<file path="src/hw/rtl/lsft_pkg.sv">
package lsft_pkg;

   localparam int unsigned CfgWidth   = 16;
   localparam int unsigned CfgIdxW    = 3;
   localparam int unsigned SampleW    = 16;
   localparam int unsigned TimerW     = 32;

   localparam logic [CfgWidth-1:0] LightThresholdRst    = 16'd40000;
   localparam logic [CfgWidth-1:0] FeedbackThresholdRst = 16'd20000;
   localparam logic [CfgWidth-1:0] ReportPeriodRst      = 16'd10000;
   localparam logic [CfgWidth-1:0] SamplePeriodRst      = 16'd500;
   localparam logic [CfgWidth-1:0] FaultHoldRst         = 16'd5000;
   localparam logic [CfgWidth-1:0] ReplyTimeoutRst      = 16'd1000;

   typedef enum logic [CfgIdxW-1:0] {
      REG_LIGHT_THRESHOLD    = 3'd0,
      REG_FEEDBACK_THRESHOLD = 3'd1,
      REG_REPORT_PERIOD      = 3'd2,
      REG_SAMPLE_PERIOD      = 3'd3,
      REG_FAULT_HOLD         = 3'd4,
      REG_REPLY_TIMEOUT      = 3'd5
   } reg_index_type;

   typedef enum logic [1:0] {
      ACT_LIGHT    = 2'd0,
      ACT_FEEDBACK = 2'd1,
      ACT_MODE     = 2'd2,
      ACT_LINK     = 2'd3
   } action_type;

   typedef enum logic [1:0] {
      CMD_MANUAL_OFF  = 2'd0,
      CMD_MANUAL_ON   = 2'd1,
      CMD_AUTO        = 2'd2,
      CMD_MANUAL_KEEP = 2'd3
   } command_type;

   typedef enum logic [1:0] {
      LINK_ARM     = 2'd0,
      LINK_LOST    = 2'd1,
      LINK_DONE    = 2'd2,
      LINK_STARTED = 2'd3
   } link_type;

   typedef enum logic [1:0] {
      COND_OFF   = 2'd0,
      COND_ON    = 2'd1,
      COND_FAULT = 2'd2
   } cond_type;

   typedef struct packed {
      logic [CfgWidth-1:0] light_threshold;
      logic [CfgWidth-1:0] feedback_threshold;
      logic [CfgWidth-1:0] report_period;
      logic [CfgWidth-1:0] sample_period;
      logic [CfgWidth-1:0] fault_hold;
      logic [CfgWidth-1:0] reply_timeout;
   } cfg_type;

   typedef struct packed {
      action_type          action;
      logic [SampleW-1:0]  sample;
      command_type         command;
      link_type            link_event;
   } item_type;

   typedef struct packed {
      logic     lamp_on;
      cond_type lamp_state;
      logic     auto_mode;
      logic     start_report;
      logic     reply_timed_out;
   } result_type;

   // saturating timer advance by one tick
   function automatic logic [TimerW-1:0] sat_add(input logic [TimerW-1:0] a,
                                                 input logic [CfgWidth-1:0] b);
      logic [TimerW:0] sum;
      sum = {1'b0, a} + {{(TimerW+1-CfgWidth){1'b0}}, b};
      return sum[TimerW] ? {TimerW{1'b1}} : sum[TimerW-1:0];
   endfunction

endpackage

</file>
<file path="src/hw/rtl/lsft_csr.sv">
module lsft_csr (
   input  logic                              clock,
   input  logic                              reset,
   input  logic                              csr_wr_en,
   input  logic [lsft_pkg::CfgIdxW-1:0]      csr_index,
   input  logic [lsft_pkg::CfgWidth-1:0]     csr_wdata,
   output lsft_pkg::cfg_type                 cfg
);

   lsft_pkg::cfg_type cfg_ff;
   lsft_pkg::cfg_type cfg_in;

   always_comb begin
      cfg_in = cfg_ff;
      if (csr_wr_en) begin
         case (lsft_pkg::reg_index_type'(csr_index))
            lsft_pkg::REG_LIGHT_THRESHOLD:    cfg_in.light_threshold    = csr_wdata;
            lsft_pkg::REG_FEEDBACK_THRESHOLD: cfg_in.feedback_threshold = csr_wdata;
            lsft_pkg::REG_REPORT_PERIOD:      cfg_in.report_period      = csr_wdata;
            lsft_pkg::REG_SAMPLE_PERIOD:      cfg_in.sample_period      = csr_wdata;
            lsft_pkg::REG_FAULT_HOLD:         cfg_in.fault_hold         = csr_wdata;
            lsft_pkg::REG_REPLY_TIMEOUT:      cfg_in.reply_timeout      = csr_wdata;
            default:                          cfg_in = cfg_ff;
         endcase
      end
   end

   always_ff @(posedge clock) begin
      if (reset) begin
         cfg_ff.light_threshold    <= lsft_pkg::LightThresholdRst;
         cfg_ff.feedback_threshold <= lsft_pkg::FeedbackThresholdRst;
         cfg_ff.report_period      <= lsft_pkg::ReportPeriodRst;
         cfg_ff.sample_period      <= lsft_pkg::SamplePeriodRst;
         cfg_ff.fault_hold         <= lsft_pkg::FaultHoldRst;
         cfg_ff.reply_timeout      <= lsft_pkg::ReplyTimeoutRst;
      end else begin
         cfg_ff <= cfg_in;
      end
   end

   assign cfg = cfg_ff;

endmodule

</file>
<file path="src/hw/rtl/lsft_core.sv">
module lsft_core (
   input  logic                 clock,
   input  logic                 reset,
   input  logic                 advance,
   input  lsft_pkg::item_type   item,
   input  lsft_pkg::cfg_type    cfg,
   output lsft_pkg::result_type result
);

   logic                              relay_ff, relay_in;
   lsft_pkg::cond_type                cond_ff, cond_in;
   logic                              follow_ff, follow_in;
   logic                              armed_ff, armed_in;
   logic                              pending_ff, pending_in;
   logic [lsft_pkg::TimerW-1:0]       report_ff, report_in;
   logic [lsft_pkg::TimerW-1:0]       wait_ff, wait_in;
   logic [lsft_pkg::TimerW-1:0]       fault_ff, fault_in;

   logic [lsft_pkg::TimerW-1:0]       report_adv;
   logic [lsft_pkg::TimerW-1:0]       wait_adv;
   logic [lsft_pkg::TimerW-1:0]       fault_adv;
   logic                              timed_out;
   logic                              pending_tick;
   lsft_pkg::cond_type                cond_tick;
   logic                              hold_hit;
   logic                              fire;

   // feedback tick datapath
   always_comb begin
      report_adv   = lsft_pkg::sat_add(report_ff, cfg.sample_period);
      wait_adv     = pending_ff ? lsft_pkg::sat_add(wait_ff, cfg.sample_period)
                                : '0;
      timed_out    = pending_ff &&
                     (wait_adv >= {{(lsft_pkg::TimerW-lsft_pkg::CfgWidth){1'b0}},
                                   cfg.reply_timeout});
      pending_tick = pending_ff && !timed_out;
      cond_tick    = cond_ff;
      if ((item.sample > cfg.feedback_threshold && cond_ff == lsft_pkg::COND_OFF) ||
          (item.sample < cfg.feedback_threshold && cond_ff == lsft_pkg::COND_ON))
         cond_tick = lsft_pkg::COND_FAULT;
      fault_adv    = (cond_tick == lsft_pkg::COND_FAULT)
                     ? lsft_pkg::sat_add(fault_ff, cfg.sample_period) : '0;
      hold_hit     = fault_adv >= {{(lsft_pkg::TimerW-lsft_pkg::CfgWidth){1'b0}},
                                   cfg.fault_hold};
      fire         = armed_ff &&
                     ((report_adv >= {{(lsft_pkg::TimerW-lsft_pkg::CfgWidth){1'b0}},
                                      cfg.report_period}) || hold_hit);
   end

   always_comb begin
      relay_in   = relay_ff;
      cond_in    = cond_ff;
      follow_in  = follow_ff;
      armed_in   = armed_ff;
      pending_in = pending_ff;
      report_in  = report_ff;
      wait_in    = wait_ff;
      fault_in   = fault_ff;
      result.start_report    = 1'b0;
      result.reply_timed_out = 1'b0;
      case (item.action)
         lsft_pkg::ACT_LIGHT: begin
            if (follow_ff) begin
               relay_in = !(item.sample > cfg.light_threshold);
               cond_in  = relay_in ? lsft_pkg::COND_ON : lsft_pkg::COND_OFF;
            end
         end
         lsft_pkg::ACT_FEEDBACK: begin
            wait_in    = wait_adv;
            cond_in    = cond_tick;
            result.reply_timed_out = timed_out;
            result.start_report    = fire;
            armed_in   = armed_ff && !fire;
            pending_in = pending_tick || fire;
            report_in  = fire ? '0 : report_adv;
            fault_in   = (fire && hold_hit) ? '0 : fault_adv;
         end
         lsft_pkg::ACT_MODE: begin
            follow_in = (item.command == lsft_pkg::CMD_AUTO);
            if (item.command == lsft_pkg::CMD_MANUAL_OFF) begin
               relay_in = 1'b0;
               cond_in  = lsft_pkg::COND_OFF;
            end else if (item.command == lsft_pkg::CMD_MANUAL_ON) begin
               relay_in = 1'b1;
               cond_in  = lsft_pkg::COND_ON;
            end
         end
         lsft_pkg::ACT_LINK: begin
            case (item.link_event)
               lsft_pkg::LINK_ARM:  armed_in = 1'b1;
               lsft_pkg::LINK_LOST: armed_in = 1'b0;
               lsft_pkg::LINK_DONE: begin
                  armed_in   = 1'b1;
                  pending_in = 1'b0;
               end
               lsft_pkg::LINK_STARTED: pending_in = 1'b1;
               default: pending_in = pending_ff;
            endcase
         end
         default: relay_in = relay_ff;
      endcase
      result.lamp_on    = relay_in;
      result.lamp_state = cond_in;
      result.auto_mode  = follow_in;
   end

   always_ff @(posedge clock) begin
      if (reset) begin
         relay_ff   <= 1'b0;
         cond_ff    <= lsft_pkg::COND_OFF;
         follow_ff  <= 1'b1;
         armed_ff   <= 1'b0;
         pending_ff <= 1'b0;
         report_ff  <= '0;
         wait_ff    <= '0;
         fault_ff   <= '0;
      end else if (advance) begin
         relay_ff   <= relay_in;
         cond_ff    <= cond_in;
         follow_ff  <= follow_in;
         armed_ff   <= armed_in;
         pending_ff <= pending_in;
         report_ff  <= report_in;
         wait_ff    <= wait_in;
         fault_ff   <= fault_in;
      end
   end

endmodule

</file>
<file path="src/hw/rtl/lamp_supervisor_with_fault_timer_top.sv">
// Lamp supervisor with fault timer.
// req_* channel: one item per transfer (light sample, feedback tick, mode
// command or link event). rsp_* channel: one result per item, in order,
// carrying relay drive, lamp condition, mode and the report/timeout pulses.
// csr_* port: plain register write, taken at any edge with csr_wr_en high;
// write only while no item is in flight. Indexes 6 and 7 are ignored.
// An accepted item passes through the input register, then the supervisor
// state update into the result register, before it is presented on rsp_*.
// Throughput: one item per cycle while the receiver takes results; the state
// update is a single 32-bit saturating add and compare per timer between the
// two registers. Reset empties both pipeline registers, puts the lamp off in
// auto mode with reports disarmed and all timers at zero, and loads the
// default thresholds and periods.
// When the receiver stalls, the result register holds its item and the
// input register can still take one more; req_ready drops only when both
// are occupied, and recovers in the cycle rsp_ready returns.
module lamp_supervisor_with_fault_timer_top (
   input  logic                              clock,
   input  logic                              reset,
   input  logic                              req_valid,
   output logic                              req_ready,
   input  logic [1:0]                        req_action,
   input  logic [lsft_pkg::SampleW-1:0]      req_sample,
   input  logic [1:0]                        req_command,
   input  logic [1:0]                        req_link_event,
   output logic                              rsp_valid,
   input  logic                              rsp_ready,
   output logic                              rsp_lamp_on,
   output logic [1:0]                        rsp_lamp_state,
   output logic                              rsp_auto_mode,
   output logic                              rsp_start_report,
   output logic                              rsp_reply_timed_out,
   input  logic                              csr_wr_en,
   input  logic [lsft_pkg::CfgIdxW-1:0]      csr_index,
   input  logic [lsft_pkg::CfgWidth-1:0]     csr_wdata
);

   lsft_pkg::cfg_type    cfg;
   lsft_pkg::item_type   item_ff;
   logic                 item_valid_ff;
   lsft_pkg::result_type result;
   lsft_pkg::result_type rsp_ff;
   logic                 rsp_valid_ff;
   logic                 advance;
   logic                 req_xfer;

   assign advance   = item_valid_ff && (!rsp_valid_ff || rsp_ready);
   assign req_ready = !item_valid_ff || advance;
   assign req_xfer  = req_valid && req_ready;

   lsft_csr u_csr (
      .clock     (clock),
      .reset     (reset),
      .csr_wr_en (csr_wr_en),
      .csr_index (csr_index),
      .csr_wdata (csr_wdata),
      .cfg       (cfg)
   );

   lsft_core u_core (
      .clock   (clock),
      .reset   (reset),
      .advance (advance),
      .item    (item_ff),
      .cfg     (cfg),
      .result  (result)
   );

   always_ff @(posedge clock) begin
      if (reset) begin
         item_valid_ff <= 1'b0;
         rsp_valid_ff  <= 1'b0;
      end else begin
         item_valid_ff <= req_xfer || (item_valid_ff && !advance);
         rsp_valid_ff  <= advance || (rsp_valid_ff && !rsp_ready);
      end
   end

   always_ff @(posedge clock) begin
      if (req_xfer) begin
         item_ff.action     <= lsft_pkg::action_type'(req_action);
         item_ff.sample     <= req_sample;
         item_ff.command    <= lsft_pkg::command_type'(req_command);
         item_ff.link_event <= lsft_pkg::link_type'(req_link_event);
      end
      if (advance) begin
         rsp_ff <= result;
      end
   end

   assign rsp_valid           = rsp_valid_ff;
   assign rsp_lamp_on         = rsp_ff.lamp_on;
   assign rsp_lamp_state      = rsp_ff.lamp_state;
   assign rsp_auto_mode       = rsp_ff.auto_mode;
   assign rsp_start_report    = rsp_ff.start_report;
   assign rsp_reply_timed_out = rsp_ff.reply_timed_out;

endmodule

</file>
<file path="config.mk">
export PLATFORM = sky130hd
export DESIGN_NAME = lamp_supervisor_with_fault_timer_top
export DESIGN_NICKNAME = d
export VERILOG_FILES = /design/src/hw/rtl/lsft_pkg.sv /design/src/hw/rtl/lsft_csr.sv /design/src/hw/rtl/lsft_core.sv /design/src/hw/rtl/lamp_supervisor_with_fault_timer_top.sv
export SDC_FILE = /design/constraint.sdc
export NUM_CORES = 1
export LEC_CHECK = 0
export BUFFER_PORTS_ARGS = -buffer_cell sky130_fd_sc_hd__buf_2
export CORE_MARGIN = 3
export CORE_UTILIZATION = 47
export CTS_CLUSTER_DIAMETER = 60
export DETAILED_ROUTE_END_ITERATION = 6
export MAX_ROUTING_LAYER = met4
export SYNTH_ARGS = -nofsm -noshare
export SYNTH_HDL_FRONTEND = slang
export SYNTH_SLANG_ARGS = --single-unit
</file>
<file path="constraint.sdc">
create_clock -name clock -period 9.5 [get_ports clock]
set_clock_uncertainty 0.2 [all_clocks]
set_input_delay 1.9 -clock clock [delete_from_list [all_inputs] [get_ports clock]]
set_output_delay 1.9 -clock clock [all_outputs]
set_load 0.005 [all_outputs]
</file>
[Yosys cells after proc, flatten, opt, wreduce, memory -nomap -nowiden]
Index checks and enable logic that the tools add are counted.
Word-level totals
  register bits after elaboration: 228
  bits in latches: 0
  RAM bits: 0
  bits in read-only memories: 0
  bits of input ports: 46
  output and inout port bits: 8
  logic and storage cells: 114
  memories kept: 0
Operators by class
  add/subtract/negate cells: 3
  $mul: 0
  divide/modulo/power cells: 0
  $lt $le $gt $ge: 6
  eq/ne operators: 17
  shift-type cells: 0
  mux-type cells: 22
  bitwise logic cells: 0
  reductions and logical operators: 41
Operators by type and width (count)
  $mux 32: 7
  $add 32x16->33: 3
  $ge 32x16->1: 3
  $gt 16x16->1: 2
  $lt 16x16->1: 1
  $reduce_and 2->1: 7
  $eq 2x2->1 const B: 6
  $logic_and 1x1->1: 11
  $pmux 1 s2: 5
  $eq 2x1->1 const B: 4
  $logic_not 2->1: 4
  $mux 2: 4
  $logic_not 1->1: 7
  $logic_or 1x1->1: 7
  $eq 3x2->1 const B: 2
  $eq 3x3->1 const B: 2
  $pmux 2 s3: 1
  $reduce_and 3->1: 2
  $mux 1: 5
  $eq 3x1->1 const B: 1
  $logic_not 3->1: 1
  $ne 3x1->1 const B: 1
  $ne 3x3->1 const B: 1
  $reduce_bool 2->1: 1
  $reduce_or 2->1: 1

[Depth between registers and ports, before layout]
Gate-level depths: netlist of run 1.
  word-level depth: 12
  depth in mapped cells: 25
  mapped depth without buffers: 22

[Cells and area by module]
A second synthesis of run 1 with hierarchy kept.
Unflattened totals
  cell total of the unflattened synthesis: 1763
  area total of the unflattened synthesis: 14999.4 µm²
Modules (own cells, without submodules)
  lsft_core: times used 1, cells an instance 1367, area each 10234.8 µm², sequential area each 2042.0 µm²
  lsft_csr: times used 1, cells an instance 358, area each 3819.9 µm², sequential area each 1921.8 µm²
  lamp_supervisor_with_fault_timer_top: times used 1, cells an instance 38, area each 944.7 µm², sequential area each 880.8 µm²

[Worst setup path before layout of run 1]
OpenSTA, ideal clock, no wires.
  path type: register to register
  from: register item_ff[19] in the netlist's numbering
  to: register u_core.report_ff[19] in the netlist's numbering
  setup time: 0.079 ns
  arrival time: 4.667 ns
  required time: 9.221 ns
  setup slack: 4.554 ns
  stages on the path, launching flop included: 23
  path buffers: 3
  period minus slack after synthesis: 4.946 ns
  cell sequence: edfxtp_1 > ha_1 > nand4_1 > or2_2 > o311ai_1 > or2_2 > a22o_1 > clkbuf_1 > buf_1 > nor2_1 > ha_1 > nand2_1 > o21ai_0 > a211oi_1 > o21ai_0 > a211oi_1 > nand4_1 > nor4b_4 > a22oi_2 > o21ai_2 > buf_4 > a21oi_2 > a211oi_2
Between the ends
  cells in the longest elaborated chain, start to end: 10
  elaborated cells between the ends (all ways): 12
  those cells by class: order compare (3); eq/ne (1); mux (3); reduce/logical (5)
Ends and longest elaborated chain
  start: declaration: RTL line lamp_supervisor_with_fault_timer_top.sv:39  | lsft_pkg::item_type item_ff;
  $gt 16x16->1 or $lt 16x16->1 (tied branches): RTL line lsft_core.sv:38, lsft_core.sv:39
  $logic_and 1x1->1, on equally long branches: RTL line lsft_core.sv:38, lsft_core.sv:39
  $logic_or 1x1->1 (*): RTL line lsft_core.sv:38  | if ((item.sample > cfg.feedback_threshold && cond_ff == lsft_pkg::COND_OFF) ||
  $mux 2 (*): RTL line lsft_core.sv:38
  $eq 2x2->1 (*): RTL line lsft_core.sv:41  | fault_adv = (cond_tick == lsft_pkg::COND_FAULT)
  $mux 32 (*): RTL line lsft_core.sv:42  | ? lsft_pkg::sat_add(fault_ff, cfg.sample_period) : '0;
  $ge 32x16->1 (*): RTL line lsft_core.sv:43  | hold_hit = fault_adv >= {{(lsft_pkg::TimerW-lsft_pkg::CfgWidth){1'b0}},
  $logic_or 1x1->1 (*): RTL line lsft_core.sv:47  | cfg.report_period}) || hold_hit);
  $logic_and 1x1->1 (*): RTL line lsft_core.sv:45  | fire = armed_ff &&
  $mux 32 (*): RTL line lsft_core.sv:75  | report_in = fire ? '0 : report_adv;
  end signal: assignment: RTL line lsft_core.sv:123  | report_ff <= report_in;
  end: declaration: RTL line lsft_core.sv:15  | logic [lsft_pkg::TimerW-1:0] report_ff, report_in;
Every way passes the cells marked *; elsewhere a longest branch is shown, timed or not.
A chain may end at the register's enable or synchronous reset.

[Final worst setup path of run 1]
  from: register u_csr.cfg_ff, in the netlist u_csr.cfg[33]
  to: register u_core.report_ff[20] in the netlist's numbering
Between the ends
  cells in the longest elaborated chain, start to end: 7
  elaborated cells between the ends (all ways): 10
  those cells by class: add/sub (2); order compare (2); mux (4); reduce/logical (2)
Ends and longest elaborated chain
  start: declaration: RTL line lsft_csr.sv:10  | lsft_pkg::cfg_type cfg_ff;
  start signal: assignment: RTL line lsft_csr.sv:37  | cfg_ff <= cfg_in;
  $add 32x16->33: RTL line lsft_pkg.sv:79  | sum = {1'b0, a} + {{(TimerW+1-CfgWidth){1'b0}}, b};
  $mux 32: RTL line lsft_pkg.sv:80  | return sum[TimerW] ? {TimerW{1'b1}} : sum[TimerW-1:0];
  $mux 32: RTL line lsft_core.sv:42
  $ge 32x16->1: RTL line lsft_core.sv:43
  $logic_or 1x1->1: RTL line lsft_core.sv:47
  $logic_and 1x1->1: RTL line lsft_core.sv:45
  $mux 32 (*): RTL line lsft_core.sv:75
Marked as above.

==> results of run 1 <==
sequential cells by signal, indices dropped and copies added, names as in the netlist, 2 cells and up:
name / cells
item_ff: 22
rsp_lamp_state: 2
u_core.fault_ff: 32
u_core.wait_ff: 32
u_core.report_ff: 32
u_core.cond_ff: 2
u_csr.cfg: 96
through the flow:
step	hold slack [ns]	total power, uW	setup WS (ns)	util, %
CTS	0.254	2350	3.01	52.7
finish	0.254	2330	3.07	52.7
detailed placement	0.246	1260	3.05	49.6
floorplan	0.229	1180	4.55	-
global placement	0.242	1250	3.20	49.6
global route	0.272	2420	2.44	52.7
worst max path at each step:
stage	from	endpoint	slack, ns
detailed placement	u_csr.cfg[37]$_SDFFE_PP1P_	u_core.report_ff[21]$_SDFFE_PP0P_	3.05
floorplan	item_ff[19]$_DFFE_PP_	u_core.report_ff[19]$_SDFFE_PP0P_	4.55
global placement	u_csr.cfg[33]$_SDFFE_PP0P_	u_core.report_ff[21]$_SDFFE_PP0P_	3.20
CTS	u_csr.cfg[33]$_SDFFE_PP0P_	u_core.report_ff[21]$_SDFFE_PP0P_	3.01
global route	u_csr.cfg[47]$_SDFFE_PP0P_	u_core.report_ff[21]$_SDFFE_PP0P_	2.44
finish	u_csr.cfg[33]$_SDFFE_PP0P_	u_core.report_ff[20]$_SDFFE_PP0P_	3.07
area by class of cell:
class,count,area [um2],area share (%)
multi-input cells,1473,9240,56.8
flip-flops and latches,228,4840,29.8
clock buffers,38,798,4.90
well taps,396,495,3.04
inverters,108,405,2.49
repair buffers,64,350,2.15
clock inverters,13,144,0.884
worst reg2reg max path, cell delays in order (launching register included):
cell      delay [ns]
dfxtp_1         0.56
fa_1            0.35
a211oi_2        0.10
o21ai_2         0.25
a21boi_2        0.12
o31ai_1         0.36
buf_4           0.24
nand3_1         0.61
a21oi_1         0.44
ha_1            0.29
a21oi_1         0.15
o21ai_0         0.09
a211oi_1        0.23
o21ai_0         0.10
a211oi_1        0.37
nand4_1         0.21
nor4b_4         0.39
a22oi_2         0.11
o21ai_2         0.25
buf_4           0.39
nand2_1         0.30
o21ai_0         0.24
synthesized netlist by cell type, drive strengths merged (35+ instances only):
cell type  count  area [um2]
nand2        309        1160
a21oi        233        1180
dfxtp        200        4000
nor2         137         532
ha           128        1600
inv          108         405
o21ai         84         428
clkbuf        78         294
nand3         60         300
nor3          48         240
nand4         38         250
a32o          35         350
cell families after synthesis:
logic type / Yosys count
buf+inv: 209
compound gates: 551
mux: 10
fa+ha+maj: 131
xor+xnor: 55
simple gates: 726
flops: 228
report_power, final:
part	internal [uW]	total, uW	switching [uW]
logic	76.3	222	145
registers	998	1020	18.1
clock network	645	1090	447
layer usage:
metal | global-route usage [%] | vias to the layer above | share of wire (%)
met5 | - | - | 0
met4 | 8.59 | 0 | 3.4
met3 | 4.27 | 85 | 6.6
met2 | 41.8 | 436 | 44
met1 | 37.0 | 6563 | 46
li1 | - | 6862 | -
==> impl_results.md, run 1 <==
- Cell Rows: 64
- DR iter-0 viols: 1109
- Post-DP HPWL: 31400 um
- Synthesis Warnings: 0
- Antenna violations before repair: 0
- CTS tree: done
- WS Path Type: reg -> reg
- P per Cell Area: 143 nW/um2
- Number of synthesized flops with an enable pin: 28
- Port bufs: 53
- Final ANT Viol Nets: 0
- CTS Root Cell: clkbuf_16
- Fin cells: 2320
- Crit-path cells: fa_1 -> a211oi_2 -> o21ai_2 -> a21boi_2 -> o31ai_1 -> buf_4 -> nand3_1 -> a21oi_1 -> ha_1 -> a21oi_1 -> o21ai_0 -> a211oi_1 -> o21ai_0 -> a211oi_1 -> nand4_1 -> nor4b_4 -> a22oi_2 -> o21ai_2 -> buf_4 -> nand2_1 -> o21ai_0
- Fillers: 2993
- Simple-gate area share of the yosys netlist: 23.2%
- Dpl cell area: 15300 um2
- Clk buf depth: 3
- Mux cell area share after synthesis: 0.698%
- Critical path's slowest cell: nand3_1
- Via count: 13900
- WHS Endpoint: u_csr.cfg[31]$_SDFFE_PP0P_
- Most used DFF post-synth: dfxtp_1
- Worst-skew pair later-pin latency: 0.57 ns
- Vias per Instance: 6.01
- DP Cell Count: 2269
- Vias in the first global route: 13200
- Hold-fix buffers, CTS: 0
- Fin. Hold Viols: 0
- Nets@finish: 2080
- Design area: 16300 um2
- Adder-Cell Fraction of Synth Area: 11.2%
- Crit path buffers/inverters: 2
- CP required: 9.79 ns
- Worst hold path class: reg -> reg
- Worst rel slew slack: 17.8%
- Worst r2r dst: u_core.report_ff[20]$_SDFFE_PP0P_
- Post-synthesis xor/xnor area fraction: 3.24%
- Ys async rst share: 0%
- Post-Syn Instances: 1910
- Num CTS Buffers: 28
- Register area share after synthesis: 32.6%
- Final setup fails: 0
- Final wirelength: 45000 um
- Number of synthesized register bits: 228
- Post-layout min period: 6.43 ns
- Slew @ Worst Pin: 1.23 ns
- CORE AREA: 30900 um2
- Hold_sp: u_csr.cfg[31]$_SDFFE_PP0P_
- Nature of the critical path startpoint: flip-flop
- Fmax: 155 MHz
- Share of cells above drive strength 1: 7.90%
- CTS resizes: 0
- # DRC: 0
- Crit share post-route: 67.7%
- Worst Path Max Fanout: 30
- Die width: 184 um
- Largest net degree at the start of global routing: 94
- Area grow syn2layout: 9.41%
- H-Tree Depth: 1
- CP dominant cell by count: o21ai_0
- Post-CTS Setup Bufs: 0
- Netlist cell types: 80
- CP top delay family: compound AO/OA/AOI/OAI gates
- Gr usage total: 27.2%
- Synth Cell Area: 14900 um2
- Reg clk slew, reported paths: 0.06 ns
- Net Count, Synth: 2087
- First-pass GRT wire length: 72000 um
- LEAKAGE: 0.00640 uW
- Status: completed
- Crit-path max cell delay: 0.61 ns
- Drt first pass iters: 5
- Reg2Reg Depth: 21
- Post-DR wirelength/cell: 19.4 um
- Min-Delay Path Depth: 2
- Crit end category: flip-flop
- Most common cell after layout, fill and taps aside: nand2_1
- Syn Area/Cell: 7.79 um2
- Critical path depth: 21
- Most frequent cells in the layout: nand2_1, a21oi_1, dfxtp_1, nor2_1, ha_1
- Gpl congestion: 0.998
- Clock sink count: 228
- RSZ-0062 raised after global routing: no
- Initial core utilization: 48.1%
- Worst path arrival time: 6.72 ns
- I/O Pins: 54
- Antenna diodes: 0
- Largest family of logic cells by synthesized area: compound AO/OA/AOI/OAI gates
- Worst VDD drop: 0.160 mV
- Grt ovf: 0
- Die area: 33800 um2
- Die height: 184 um
- Max cap viols: 0
- Worst R2R Setup Slack: 3.07 ns
- Synth Area in Compound Gates: 23.7%
- Max-slew violation count: 0
- Setup_tns: 0 ns
- Critical R2R Launch: u_csr.cfg[33]$_SDFFE_PP0P_
Power figures use the tool's default switching activity.
==> run 2: changes to the inputs <==
--- a/config.mk
+++ b/config.mk
@@ -11,6 +11,7 @@
 export CTS_CLUSTER_DIAMETER = 60
 export DETAILED_ROUTE_END_ITERATION = 6
 export MAX_ROUTING_LAYER = met4
+export PLACE_DENSITY = 0.66
 export SYNTH_ARGS = -nofsm -noshare
 export SYNTH_HDL_FRONTEND = slang
 export SYNTH_SLANG_ARGS = --single-unit
==> constraint.sdc (replaced) <==
create_clock -name clock -period 5.9 [get_ports clock]
set_clock_uncertainty 0.2 [all_clocks]
set_input_delay 1.18 -clock clock [delete_from_list [all_inputs] [get_ports clock]]
set_output_delay 1.18 -clock clock [all_outputs]
set_load 0.005 [all_outputs]
==> run 2 against run 1 <==
Effect of this change: the run now ends with design-rule violations left; clock power increased by 75%; register-to-register slack got worse by 2.7 ns; utilization increased by 0.97 points; critical endpoint is now u_core.report_ff[23]$_SDFFE_PP0P_; highest routed layer unchanged.
==> impl_results.md, run 2 (same netlist as run 1, synthesis figures left out) <==
- LEAKAGE: 0.00655 uW
- Max-slew violation count: 0
- Max reg flops: 96
- Gr usage total: 26.9%
- Crit-path cells: ha_1 -> a21o_1 -> a21o_1 -> a21oi_1 -> o22a_1 -> o311ai_2 -> or2_2 -> a22o_1 -> a21oi_1 -> ha_1 -> a21oi_1 -> o21ai_0 -> a211oi_1 -> o21ai_0 -> a211oi_1 -> nand4_1 -> nor4b_4 -> a22oi_2 -> o21ai_4 -> buf_12 -> o21ai_1 -> a211oi_1
- Grt ovf: 0
- Vias per Instance: 6.05
- Most common cell after layout, fill and taps aside: nand2_1
- Worst path arrival time: 5.86 ns
- # DRC: 1
- Vias in the first global route: 13200
- Final wirelength: 45300 um
- Most frequent cells in the layout: nand2_1, a21oi_1, dfxtp_1, nor2_1, ha_1
- CTS Root Cell: clkbuf_16
- Max cap viols: 0
- Setup_tns: 0 ns
- Die width: 184 um
- RSZ-0062 raised after global routing: no
- Post-DP HPWL: 32100 um
- Worst hold path class: reg -> reg
- Largest net degree at the start of global routing: 121
- Crit share post-route: 94.3%
- Nature of the critical path startpoint: flip-flop
- Worst rel slew slack: 25.2%
- Post-layout min period: 5.56 ns
- Crit path buffers/inverters: 1
- Fillers: 2999
- Final ANT Viol Nets: 0
- DR iter-0 viols: 1334
- CTS tree: done
- Die height: 184 um
- Fmax: 180 MHz
- H-Tree Depth: 1
- Via count: 14200
- Post-DR wirelength/cell: 19.3 um
- DP Cell Count: 2284
- Area grow syn2layout: 11.4%
- Drt first pass iters: 7
- First-pass GRT wire length: 71300 um
- Dpl cell area: 15500 um2
- Worst Path Max Fanout: 29
- P per Cell Area: 236 nW/um2
- Design area: 16600 um2
- CORE AREA: 30900 um2
- Clock sink count: 228
- Reg clk slew, reported paths: 0.06 ns
- WS Path Type: reg -> reg
- Crit end category: flip-flop
- Worst VDD drop: 0.264 mV
- Num CTS Buffers: 31
- Port bufs: 53
- Antenna violations before repair: 1
- Initial core utilization: 48.1%
- Fin cells: 2344
- CP top delay family: compound AO/OA/AOI/OAI gates
- Fin. Hold Viols: 0
- Cell Rows: 64
- Die area: 33800 um2
- Slew @ Worst Pin: 1.12 ns
- CP required: 6.19 ns
- Hold-fix buffers, CTS: 0
- Clk buf depth: 3
- Failing checks: design-rule violations
- Worst-skew pair later-pin latency: 0.59 ns
- I/O Pins: 54
- Final setup fails: 0
- Crit-path max cell delay: 0.42 ns
- Critical path's slowest cell: edfxtp_1
- Status: complete, but fails checks
- Gpl congestion: 0.973
- Share of cells above drive strength 1: 9.30%
- Nets@finish: 2099
- Worst R2R Setup Slack: 0.34 ns
==> run 2: cell types whose count changed in the layout (fill, tap and decap cells not counted), sizes merged <==
cell / previous run / this run
buf: 64 / 80
inv: 111 / 114
clkinv: 7 / 9
clkinvlp: 1 / 3
bufinv: 2 / 3
clkbuf: 38 / 37
diode: 0 / 1
==> run 2: timing repair <==
action	4_1_cts	5_1_grt
gates resized for setup	1	9
gates cloned	0	0
buffers inserted	0	1
pin swaps	0	2
setup endpoints to repair	1	36
==> run 2: path summary, 6_finish.rpt <==
check / start / end / cells after the start
worst max-delay path: item_ff[9]$_DFFE_PP_ / u_core.report_ff[23]$_SDFFE_PP0P_ / 22
worst min-delay path: u_csr.cfg[2]$_SDFFE_PP0P_ / u_csr.cfg[2]$_SDFFE_PP0P_ / 2
worst max register to register: item_ff[9]$_DFFE_PP_ / u_core.report_ff[23]$_SDFFE_PP0P_ / 22
worst min register to register: u_csr.cfg[2]$_SDFFE_PP0P_ / u_csr.cfg[2]$_SDFFE_PP0P_ / 2
==> run 2: report_power, final <==
group	leakage [uW]	total, uW	internal [uW]	switching (uW)
Clock	0.000510	1910	1130	776
Sequential	0.00189	1640	1610	28.5
Combinational	0.00415	364	130	234
==> run 2: final cells by class <==
type	count	area [um2]	share of cell area, %
Clock buffer	37	818	4.94
Timing Repair Buffer	80	495	2.99
Tap cell	396	495	2.99
Sequential cell	228	4840	29.2
Antenna cell	1	2.50	0.0151
Clock inverter	21	225	1.36
Inverter	108	405	2.45
Multi-Input combinational cell	1473	9290	56.0
==> run 2: per-layer routing <==
layer	track usage (%)	up-vias	wire length, um
met5	-	-	0
met4	8.04	0	1500
met3	3.62	110	3040
met2	42.4	519	20100
met1	36.2	6659	20600
li1	-	6898	-
==> run 2: stage by stage <==
| step | power (uW) | util, % | setup slack, ns | hold WS, ns |
|---|---|---|---|---|
| 6_report | 3910 | 53.6 | 0.335 | 0.253 |
| 3_5_place_dp | 2030 | 50.1 | 0.0516 | 0.247 |
| 3_3_place_gp | 2020 | 50.1 | 0.135 | 0.243 |
| 2_1_floorplan | 1890 | - | 0.954 | 0.229 |
| 5_1_grt | 4050 | 53.6 | 0.0467 | 0.271 |
| 4_1_cts | 3940 | 53.4 | 0.222 | 0.256 |
==> run 2: worst reg2reg max path: stages (launching register included) <==
cell and delay (ns):
edfxtp_1 0.42, ha_1 0.31, a21o_1 0.16, a21o_1 0.17
a21oi_1 0.19, o22a_1 0.20, o311ai_2 0.15, or2_2 0.32
a22o_1 0.31, a21oi_1 0.22, ha_1 0.29, a21oi_1 0.13
o21ai_0 0.10, a211oi_1 0.27, o21ai_0 0.12, a211oi_1 0.41
nand4_1 0.21, nor4b_4 0.37, a22oi_2 0.16, o21ai_4 0.25
buf_12 0.22, o21ai_1 0.10, a211oi_1 0.21
